**config.mk**
```make
export PLATFORM = sky130hd
export DESIGN_NAME = multi_pattern_byte_matcher
export DESIGN_NICKNAME = d
export VERILOG_FILES = /design/src/mpbm_pkg.sv /design/src/mpbm_ram.sv /design/src/mpbm_cell.sv /design/src/multi_pattern_byte_matcher.sv
export SDC_FILE = /design/constraint.sdc
export NUM_CORES = 2
export LEC_CHECK = 0
export BUFFER_PORTS_ARGS = -buffer_cell sky130_fd_sc_hd__buf_4
export CAP_MARGIN = 20
export CORE_UTILIZATION = 28
export DETAILED_ROUTE_END_ITERATION = 12
export SYNTH_ARGS = -nofsm -noshare
export SYNTH_HDL_FRONTEND = slang
export SYNTH_HIERARCHICAL = 1
export SYNTH_SLANG_ARGS = --single-unit
```
**constraint.sdc**
```tcl
create_clock -name clk -period 7.5 [get_ports clk]
set_input_delay 0 -clock clk [delete_from_list [all_inputs] [get_ports clk]]
set_output_delay 0 -clock clk [all_outputs]
set_load 0.02 [all_outputs]
```
**src/mpbm_pkg.sv**
```systemverilog
`timescale 1ns / 1ps
`default_nettype none

package mpbm_pkg;

  // Field widths of the request and result items.
  localparam int CMD_W   = 2;
  localparam int SLOT_W  = 3;
  localparam int CIDX_W  = 5;
  localparam int CHAR_W  = 8;
  localparam int MASK_W  = 8;
  localparam int DSLOT_W = 3;

  // A pattern length is at most char_index + 1, so it fits in six bits.
  localparam int POS_W = 6;

  // Configuration port.
  localparam int CFG_W     = 4;
  localparam int CFG_IDX_W = 1;

  localparam logic [CFG_IDX_W-1:0] REG_ACTIVE    = 1'd0;
  localparam logic [CFG_IDX_W-1:0] REG_PERMANENT = 1'd1;

  localparam int DEF_SLOTS       = 8;
  localparam int DEF_PATTERN_LEN = 32;

  typedef enum logic [CMD_W-1:0] {
    CMD_DATA    = 2'd0,
    CMD_LOAD    = 2'd1,
    CMD_RESTART = 2'd2
  } cmd_e;

  typedef struct packed {
    logic [CMD_W-1:0]  cmd;
    logic [SLOT_W-1:0] slot;
    logic [CIDX_W-1:0] char_index;
    logic [CHAR_W-1:0] char_value;
    logic              last_char;
  } item_t;

  typedef struct packed {
    logic [MASK_W-1:0]  match_mask;
    logic               permanent_hit;
    logic               dynamic_hit;
    logic [DSLOT_W-1:0] dynamic_slot;
  } result_t;

  // What one cell hands to its right neighbor: the request and the partial result.
  typedef struct packed {
    item_t   item;
    result_t res;
  } link_t;

  // Settings every cell sees; act_slots is already clamped to the slot count.
  typedef struct packed {
    logic [CFG_W-1:0] act_slots;
    logic [CFG_W-1:0] perm_slots;
  } cfg_t;

endpackage

`default_nettype wire

```
**src/mpbm_ram.sv**
```systemverilog
`timescale 1ns / 1ps
`default_nettype none

module mpbm_ram #(
  parameter int WIDTH = 8,
  parameter int DEPTH = 32
) (
  input  wire logic                     clk,
  input  wire logic                     we,
  input  wire logic [$clog2(DEPTH)-1:0] waddr,
  input  wire logic [WIDTH-1:0]         wdata,
  input  wire logic [$clog2(DEPTH)-1:0] raddr,
  output logic      [WIDTH-1:0]         rdata
);

  logic [WIDTH-1:0] mem [DEPTH];

  always_ff @(posedge clk) begin
    if (we) begin
      mem[waddr] <= wdata;
    end
    rdata <= mem[raddr];
  end

endmodule

`default_nettype wire

```
**src/mpbm_cell.sv**
```systemverilog
`timescale 1ns / 1ps
`default_nettype none

module mpbm_cell #(
  parameter int K           = 0,
  parameter int PATTERN_LEN = mpbm_pkg::DEF_PATTERN_LEN
) (
  input  wire logic            clk,
  input  wire logic            rst,
  input  wire mpbm_pkg::cfg_t  cfg,
  input  wire logic            left_valid,
  output logic                 left_ready,
  input  wire mpbm_pkg::link_t left_link,
  output logic                 right_valid,
  input  wire logic            right_ready,
  output mpbm_pkg::link_t      right_link
);

  import mpbm_pkg::*;

  localparam int AW = $clog2(PATTERN_LEN);

  logic              vld;
  link_t             link;
  logic [POS_W-1:0]  len;
  logic [POS_W-1:0]  pos;
  logic              byp;
  logic [CHAR_W-1:0] byp_data;

  logic              take;
  logic [POS_W-1:0]  len_next;
  logic [POS_W-1:0]  pos_next;
  result_t           res_next;
  logic              we;
  logic [AW-1:0]     waddr;
  logic [AW-1:0]     raddr;
  logic [CHAR_W-1:0] rdata;
  logic [CHAR_W-1:0] expected;

  assign left_ready  = !vld || right_ready;
  assign take        = left_valid && left_ready;
  assign right_valid = vld;
  assign right_link  = link;

  assign waddr    = AW'(left_link.item.char_index);
  assign expected = byp ? byp_data : rdata;

  always_comb begin
    logic addressed;
    logic [POS_W-1:0] pos_inc;
    addressed = (32'(left_link.item.slot) == K);
    pos_inc   = pos + POS_W'(1);
    len_next  = len;
    pos_next  = pos;
    res_next  = left_link.res;
    we        = 1'b0;
    if (take) begin
      unique case (cmd_e'(left_link.item.cmd))
        CMD_LOAD: begin
          if (addressed && (32'(left_link.item.char_index) < PATTERN_LEN)) begin
            we       = 1'b1;
            pos_next = '0;
            if (left_link.item.last_char) begin
              len_next = POS_W'(left_link.item.char_index) + POS_W'(1);
            end
          end
        end
        CMD_RESTART: begin
          if (addressed) begin
            pos_next = '0;
          end
        end
        CMD_DATA: begin
          if (K < 32'(cfg.act_slots)) begin
            if ((pos >= len) || (left_link.item.char_value != expected)) begin
              pos_next = '0;
            end else begin
              pos_next = pos_inc;
              if (pos_inc == len) begin
                res_next.match_mask = left_link.res.match_mask | (MASK_W'(1) << K);
                if (K < 32'(cfg.perm_slots)) begin
                  res_next.permanent_hit = 1'b1;
                end else begin
                  res_next.dynamic_hit  = 1'b1;
                  res_next.dynamic_slot = DSLOT_W'(K);
                end
              end
            end
          end
        end
        default: ;
      endcase
    end
  end

  // The character at the next position is read ahead from the registered RAM.
  assign raddr = rst ? '0 : AW'(pos_next);

  mpbm_ram #(
    .WIDTH(CHAR_W),
    .DEPTH(PATTERN_LEN)
  ) u_chars (
    .clk  (clk),
    .we   (we),
    .waddr(waddr),
    .wdata(left_link.item.char_value),
    .raddr(raddr),
    .rdata(rdata)
  );

  always_ff @(posedge clk) begin
    if (rst) begin
      vld <= 1'b0;
      len <= '0;
      pos <= '0;
      byp <= 1'b0;
    end else begin
      if (left_ready) begin
        vld <= left_valid;
      end
      len <= len_next;
      pos <= pos_next;
      byp <= we && (waddr == raddr);
    end
  end

  always_ff @(posedge clk) begin
    if (take) begin
      link.item <= left_link.item;
      link.res  <= res_next;
    end
    byp_data <= left_link.item.char_value;
  end

endmodule

`default_nettype wire

```
**src/multi_pattern_byte_matcher.sv**
```systemverilog
`timescale 1ns / 1ps
`default_nettype none

// Channel   Direction  Handshake              Payload
// item      in         item_valid/item_stall  mpbm_pkg::item_t (data, load, restart)
// result    out        result_valid/stall     mpbm_pkg::result_t (one per data byte)
// cfg       in         cfg_valid/cfg_ready    cfg_index, cfg_data (always ready)
//
// One request is taken per cycle while no result stall backs up the row. A data
// byte's result shows once it has passed the register in every slot cell.
// Reset clears all positions and lengths and both registers; pattern characters
// are not cleared. A stall on the result channel propagates back through the
// row only as far as there are no empty stages to absorb it.

module multi_pattern_byte_matcher #(
  parameter int SLOTS       = mpbm_pkg::DEF_SLOTS,
  parameter int PATTERN_LEN = mpbm_pkg::DEF_PATTERN_LEN
) (
  input  wire logic                         clk,
  input  wire logic                         rst,
  input  wire logic                         item_valid,
  output logic                              item_stall,
  input  wire mpbm_pkg::item_t              item,
  output logic                              result_valid,
  input  wire logic                         result_stall,
  output mpbm_pkg::result_t                 result,
  input  wire logic                         cfg_valid,
  output logic                              cfg_ready,
  input  wire logic [mpbm_pkg::CFG_IDX_W-1:0] cfg_index,
  input  wire logic [mpbm_pkg::CFG_W-1:0]   cfg_data
);

  import mpbm_pkg::*;

  logic [CFG_W-1:0] active_slots;
  logic [CFG_W-1:0] permanent_slots;
  cfg_t             cfg;

  // Link k feeds cell k; the last link is the output register of the last cell.
  logic  chain_valid [SLOTS+1];
  logic  chain_ready [SLOTS+1];
  link_t chain_link  [SLOTS+1];
  logic  last_is_data;

  // The register port never pushes back.
  assign cfg_ready = 1'b1;

  always_ff @(posedge clk) begin
    if (rst) begin
      active_slots    <= '0;
      permanent_slots <= '0;
    end else if (cfg_valid && cfg_ready) begin
      unique case (cfg_index)
        REG_ACTIVE:    active_slots    <= cfg_data;
        REG_PERMANENT: permanent_slots <= cfg_data;
        default: ;
      endcase
    end
  end

  // A slot counts as permanent only when it is also active, so clamping the
  // permanent count to the active count falls out of the per-cell test.
  assign cfg.act_slots  = (32'(active_slots) > SLOTS) ? CFG_W'(SLOTS) : active_slots;
  assign cfg.perm_slots = permanent_slots;

  // Each request enters with an empty partial result.
  assign chain_valid[0]    = item_valid;
  assign chain_link[0].item = item;
  assign chain_link[0].res  = '0;
  assign item_stall         = !chain_ready[0];

  for (genvar k = 0; k < SLOTS; k++) begin : g_cell
    mpbm_cell #(
      .K          (k),
      .PATTERN_LEN(PATTERN_LEN)
    ) u_cell (
      .clk        (clk),
      .rst        (rst),
      .cfg        (cfg),
      .left_valid (chain_valid[k]),
      .left_ready (chain_ready[k]),
      .left_link  (chain_link[k]),
      .right_valid(chain_valid[k+1]),
      .right_ready(chain_ready[k+1]),
      .right_link (chain_link[k+1])
    );
  end

  // Load, restart and unknown requests leave the row without a result.
  assign last_is_data       = (cmd_e'(chain_link[SLOTS].item.cmd) == CMD_DATA);
  assign result_valid       = chain_valid[SLOTS] && last_is_data;
  assign result             = chain_link[SLOTS].res;
  assign chain_ready[SLOTS] = !result_stall || !last_is_data;

  // The slot number reported for dynamic hits is zero when there was none.
  a_dslot_zero: assert property (@(posedge clk) disable iff (rst)
    result_valid && !result.dynamic_hit |-> result.dynamic_slot == '0)
    else $error("dynamic_slot set without a dynamic hit");

  // Only slots below the active count can report a match.
  a_mask_active: assert property (@(posedge clk) disable iff (rst)
    result_valid |-> (result.match_mask >> cfg.act_slots) == '0)
    else $error("match reported for an inactive slot");

  // With every slot visible in the mask, a hit flag needs a mask bit.
  a_hit_mask: assert property (@(posedge clk) disable iff (rst)
    result_valid && (SLOTS <= MASK_W) && (result.match_mask == '0)
      |-> !result.permanent_hit && !result.dynamic_hit)
    else $error("hit flag without any match_mask bit");

  // The input is held off only by a pending, stalled result at the end of the row.
  a_stall_cause: assert property (@(posedge clk) disable iff (rst)
    item_stall |-> result_valid && result_stall)
    else $error("input stalled while the output side is free");

endmodule

`default_nettype wire

```
; ---- Word-level counts from Yosys, hierarchy flattened
; Memory sizes are Yosys's and may differ from the RTL's. A register that Yosys moved wholly into a read port is not among the register bits.
; Index checks and enable logic that the tools add are counted.
[totals]
mem_bits_rw = 2048
regBits = 416
in_bits = 29
memories = 8
[op_classes]
n_lt_le_gt_ge = 25
n_addsub = 16
n_reduce_logical = 91
n_eq_ne = 63
n_mux = 142
bitwise = 4
[memory_table]
columns = name, words, width, rd, rd_clocked_by_memory_dff, wr, line
row1 = g_cell[0].u_cell.u_chars.mem, 32, 8, 1, 1, 1, mpbm_ram.sv:16  ; logic [WIDTH-1:0] mem [DEPTH];
row2 = g_cell[1].u_cell.u_chars.mem, 32, 8, 1, 1, 1, mpbm_ram.sv:16
row3 = g_cell[2].u_cell.u_chars.mem, 32, 8, 1, 1, 1, mpbm_ram.sv:16
row4 = g_cell[3].u_cell.u_chars.mem, 32, 8, 1, 1, 1, mpbm_ram.sv:16
row5 = g_cell[4].u_cell.u_chars.mem, 32, 8, 1, 1, 1, mpbm_ram.sv:16
row6 = g_cell[5].u_cell.u_chars.mem, 32, 8, 1, 1, 1, mpbm_ram.sv:16
row7 = 2 more memories, -, -, -, -, -, -
[op_table]
columns = op, count
row1 = $mux 6, 25
row2 = $mux 8, 12
row3 = $pmux 6 s2, 8
row4 = $mux 5, 16
row5 = $mux 13, 5
row6 = $ne 8x8->1, 8
row7 = $reduce_and 4->1, 16
row8 = $add 5x1->6 const B, 8
row9 = $add 6x1->6 const B, 8
row10 = $eq 6x6->1, 8
row11 = $ge 6x6->1, 8
row12 = $mux 1, 48
row13 = $mux 12, 4
row14 = $mux 11, 4
row15 = $eq 5x5->1, 8
row16 = $mux 10, 4
row17 = $mux 4, 9
row18 = $mux 9, 4
row19 = $lt 3x4->1 const A, 8
row20 = $ne 2x1->1 const B, 16
row21 = $mux 7, 3
row22 = $logic_not 2->1, 9
row23 = $logic_and 1x1->1, 17
row24 = $logic_or 1x1->1, 17
row25 = other kinds (16), 68

; ---- Logic depth before layout (Yosys ltp)
[depth]
word_depth = 16
mapped_depth = 24
mapped_depth_nobuf = 21

; ---- Hierarchy
; Netlist, hierarchy kept.
[modules_own_cells]
columns = module, seq_area_each_um2, n_inst, cells_each, area_each_um2
row1 = mpbm_ram, 7847.5, 8, 417, 10053.4
row2 = mpbm_cell (g_cell[0].u_cell), 1401.3, 1, 259, 2860.2
row3 = mpbm_cell (g_cell[2].u_cell), 1401.3, 1, 247, 2661.3
row4 = mpbm_cell (g_cell[1].u_cell), 1401.3, 1, 239, 2647.5
row5 = mpbm_cell (g_cell[7].u_cell), 1401.3, 1, 236, 2643.8
row6 = mpbm_cell (g_cell[4].u_cell), 1401.3, 1, 224, 2613.8
row7 = mpbm_cell (g_cell[5].u_cell), 1401.3, 1, 226, 2587.5
row8 = mpbm_cell (g_cell[3].u_cell), 1401.3, 1, 228, 2551.2
row9 = mpbm_cell (g_cell[6].u_cell), 1401.3, 1, 211, 2516.2
row10 = multi_pattern_byte_matcher, 160.2, 1, 44, 412.9

; ---- Least setup slack after synthesis
; OpenSTA, ideal clock, no wires.
[synth_timing]
kind = flip-flop to flip-flop
from = register g_cell[7].u_cell.link, in the netlist g_cell[7].u_cell/right_link[31]
to = register g_cell[0].u_cell.u_chars.rdata[0], read port of g_cell[0].u_cell.u_chars.mem
path_slack_ns = 2.576
setup_time_ns = 0.121
arrival_time_ns = 4.804
path_stages_with_launch = 25
path_buffers = 3
required_time_ns = 7.379
path_cell_list = edfxtp_1 > nor2_1 > nand2_1 > nor2b_4 > inv_2 > nand2b_1 > nand2b_1 > nor2b_1 > inv_1 > nand2b_1 > nor2b_1 > inv_1 > nand2b_1 > nor2b_1 > or3_1 > clkbuf_1 > nor4_2 > and4_1 > a21oi_1 > nor2_1 > buf_6 > buf_4 > mux4_2 > mux4_2 > mux2_2
[synth_rtl]
columns = element, line
row1 = start: declaration, mpbm_cell.sv:24  ; link_t link;
row2 = end: declaration, mpbm_ram.sv:13  ; output logic [WIDTH-1:0] rdata

==> flow_metrics.py <==
metrics = {
    "die": {
        "die_w_um": 604,
        "die_area_um2": 365000,
        "row_count": 220,
        "io_pins": 45,
        "die_h_um": 604,
        "initial_core_util_pct": 28.2,
        "core_area_um2": 360000,
    },
    "worst_setup_path": {
        "cp.required_ps": 8300,
        "r2r_slack_ps": 1200,
        "worst_path_max_delay_cell": "nor2b_1",
        "timing.critical_path.max_delay_family": "simple AND/OR/NAND/NOR gates",
        "worstPathMaxFanout": 64,
        "cp_num_buf_inv": 4,
        "crit_path_frequent_cell": "nand2b_1",
        "worstSetupPathType": "reg2reg",
        "worstPathCellList": "nor2_1, nand2_1, nor2b_4, inv_2, nand2b_1, nand2b_1, nor2b_1, inv_1, nand2b_1, nor2b_1, inv_1, nand2b_1, nor2b_1, or3_1, nor4_2, and4_1, a21oi_1, nor2_4, buf_12, mux4_2, mux4_2, mux2_2",
        "start_kind": "flop",
        "cp-end-kind": "flop",
        "arrival_ps": 7090,
        "max_stage_delay_ps": 770,
    },
    "cts": {
        "clk_latency_ps": 930,
        "ctsResizeCount": 0,
        "cts-htree-levels": 4,
        "tritoncts": "yes",
        "clock-sinks": 2535,
        "clk_path_buf_depth": 4,
        "cts_made_buffers": 249,
        "cts_root_buf": "clkbuf_16",
        "cts_setup_buffers": 0,
        "path_clk_slew_ps": 60,
    },
    "synthesis": {
        "ys_warn_count": 6,
        "synthCells": 5233,
        "syn_avg_cell_area_um2": 19.4,
        "syn_area_um2": 101000,
    },
    "pwr": {
        "comb_power_share_pct": 1.0,
        "ir_drop_mv": 0.216,
        "p_leak_nw": 35.0,
        "internal-power_w": 0.0227,
        "p_seq_share_pct": 54.3,
        "switching_share_pct": 19.6,
        "p_clk_share_pct": 44.8,
        "p_switching_w": 0.00552,
        "power.density_nw_per_um2": 242,
    },
    "layout": {
        "area_delta_synth_final_pct": 15.0,
        "final_layout_size_suffix_gt1_share_pct": 24.3,
        "nets": 5597,
        "fin_cells": 10463,
        "utilization_pct": 32.4,
        "final_cell_mix": "edfxtp_1 (2287), mux4_2 (640), nor2_1 (400), clkbuf_16 (255), dfxtp_1 (248)",
        "final_common_cell": "edfxtp_1",
        "num-fill-cells": 33829,
    },
    "timing": {
        "fin_crit_sh_pct": 84.0,
        "worst_pin_slew_ps": 1170,
        "rsz0062_at_grt": "false",
        "fmax_mhz": 159,
        "finalWorstSetupSlack_ps": 1200,
        "setup_tns_ps": 0,
        "final-hold-violation-count": 0,
        "relSlewSlack_pct": 21.4,
        "skew_ps": 104,
        "min_period_ps": 6300,
        "setup_viol": 0,
        "drv_slew": 0,
    },
    "routing": {
        "routed_via_density": 4.73,
        "routed_wl_um": 221000,
        "route.vias.total": 49484,
        "wl_per_cell_um": 21.1,
        "detail_route.first_pass.iterations": 6,
        "drc": 0,
        "ant_nets": 0,
        "drtIter0Drc": 4822,
    },
    "placement": {
        "dp_cells": 9933,
        "port_buffers": 43,
        "dp_slack_ps": 1300,
        "dpl.hpwl_um": 137000,
        "gp_congestion": 0.803,
    },
    "grt": {
        "antenna_found_initial": 3,
        "grt_start_max_net_pins": 65,
        "grt_pass1_wl_um": 332000,
        "grt_use_total_pct": 11.9,
        "gr-total-overflow": 0,
        "first_global_vias": 50434,
    },
    "run": {
        "drv_cap": 0,
    },
    "status": {
        "outcome": "finished, final reports clean",
    },
    "min_path": {
        "hold_class": "in2reg",
    },
}
==> layer usage <==
layer | routed length [um] | vias to the layer above | GRT usage, %
met2 | 107000 | 1539 | 19.6
met4 | 5050 | 0 | 3.06
met5 | 0 | - | 0
li1 | - | 21616 | -
met3 | 12500 | 354 | 1.79
met1 | 96500 | 25975 | 16.4
==> sequential cells by signal, indices dropped and copies added, names as in the netlist <==
name / cells
active_slots: 4
g_cell.u_cell/byp: 8
g_cell.u_cell/byp_data: 64
g_cell.u_cell/len: 48
g_cell.u_cell/pos: 48
g_cell.u_cell/right_link: 239
g_cell.u_cell/right_valid: 8
g_cell.u_cell/u_chars/mem: 2048
g_cell.u_cell/u_chars/rdata: 64
permanent_slots: 4
==> final cells by class <==
type / instances / area, um2 / share of cell area [%]
tap: 4773 / 5970 / 5.12
inverter: 110 / 413 / 0.354
clock buffer: 320 / 6820 / 5.85
antenna: 3 / 7.51 / 0.00643
clock inverter: 138 / 1470 / 1.26
sequential: 2535 / 73600 / 63.1
multi-input combinational: 2362 / 26300 / 22.6
timing repair buffer: 222 / 2020 / 1.73
==> final timing paths <==
kind | startpoint | endpoint | depth (start not counted)
max | g_cell[7].u_cell/right_link[31]$_DFFE_PP_ | g_cell[0].u_cell/u_chars/rdata[2]$_DFF_P_ | 22
min reg2reg | g_cell[4].u_cell/right_link[9]$_DFFE_PP_ | g_cell[5].u_cell/right_link[9]$_DFFE_PP_ | 0
min | item[9] | g_cell[0].u_cell/len[0]$_SDFFE_PP0P_ | 5
max reg2reg | g_cell[7].u_cell/right_link[31]$_DFFE_PP_ | g_cell[0].u_cell/u_chars/rdata[2]$_DFF_P_ | 22
==> power by group through the flow <==
stage / Sequential (W) / Clock [W] / Combinational [W]
final: 0.0153 / 0.0126 / 0.000273
after global routing: 0.0153 / 0.0134 / 0.000296
after detailed placement: 0.0156 / 0 / 0.000248
after floorplan: 0.0156 / 0 / 0.000104
after CTS: 0.0153 / 0.0129 / 0.000272
after global placement: 0.0156 / 0 / 0.000240
==> worst reg2reg max path, cell delays in order (launching register included) <==
cell	delay [ps]
edfxtp_1	360
nor2_1	150
nand2_1	110
nor2b_4	210
inv_2	70
nand2b_1	190
nand2b_1	210
nor2b_1	320
inv_1	130
nand2b_1	310
nor2b_1	280
inv_1	100
nand2b_1	290
nor2b_1	780
or3_1	360
nor4_2	70
and4_1	270
a21oi_1	300
nor2_4	60
buf_12	250
mux4_2	580
mux4_2	520
mux2_2	280
==> timing repair <==
| item | CTS | global route |
|---|---|---|
| hold buffers | 55 | 0 |
| setup endpoints to repair | 0 | 0 |
| hold endpoints to repair | 649 | 0 |
==> metrics by stage <==
step | hold WS, ps | power [W] | cell area, um2
finish | 77.1 | 0.0282 | 117000
global route | 71.3 | 0.0290 | 117000
detailed placement | 221 | 0.0159 | 108000
global placement | 224 | 0.0159 | 108000
CTS | 5.48 | 0.0285 | 116000
floorplan | 27.7 | 0.0157 | 101000
No activity file was read; power rests on OpenSTA's default activity.
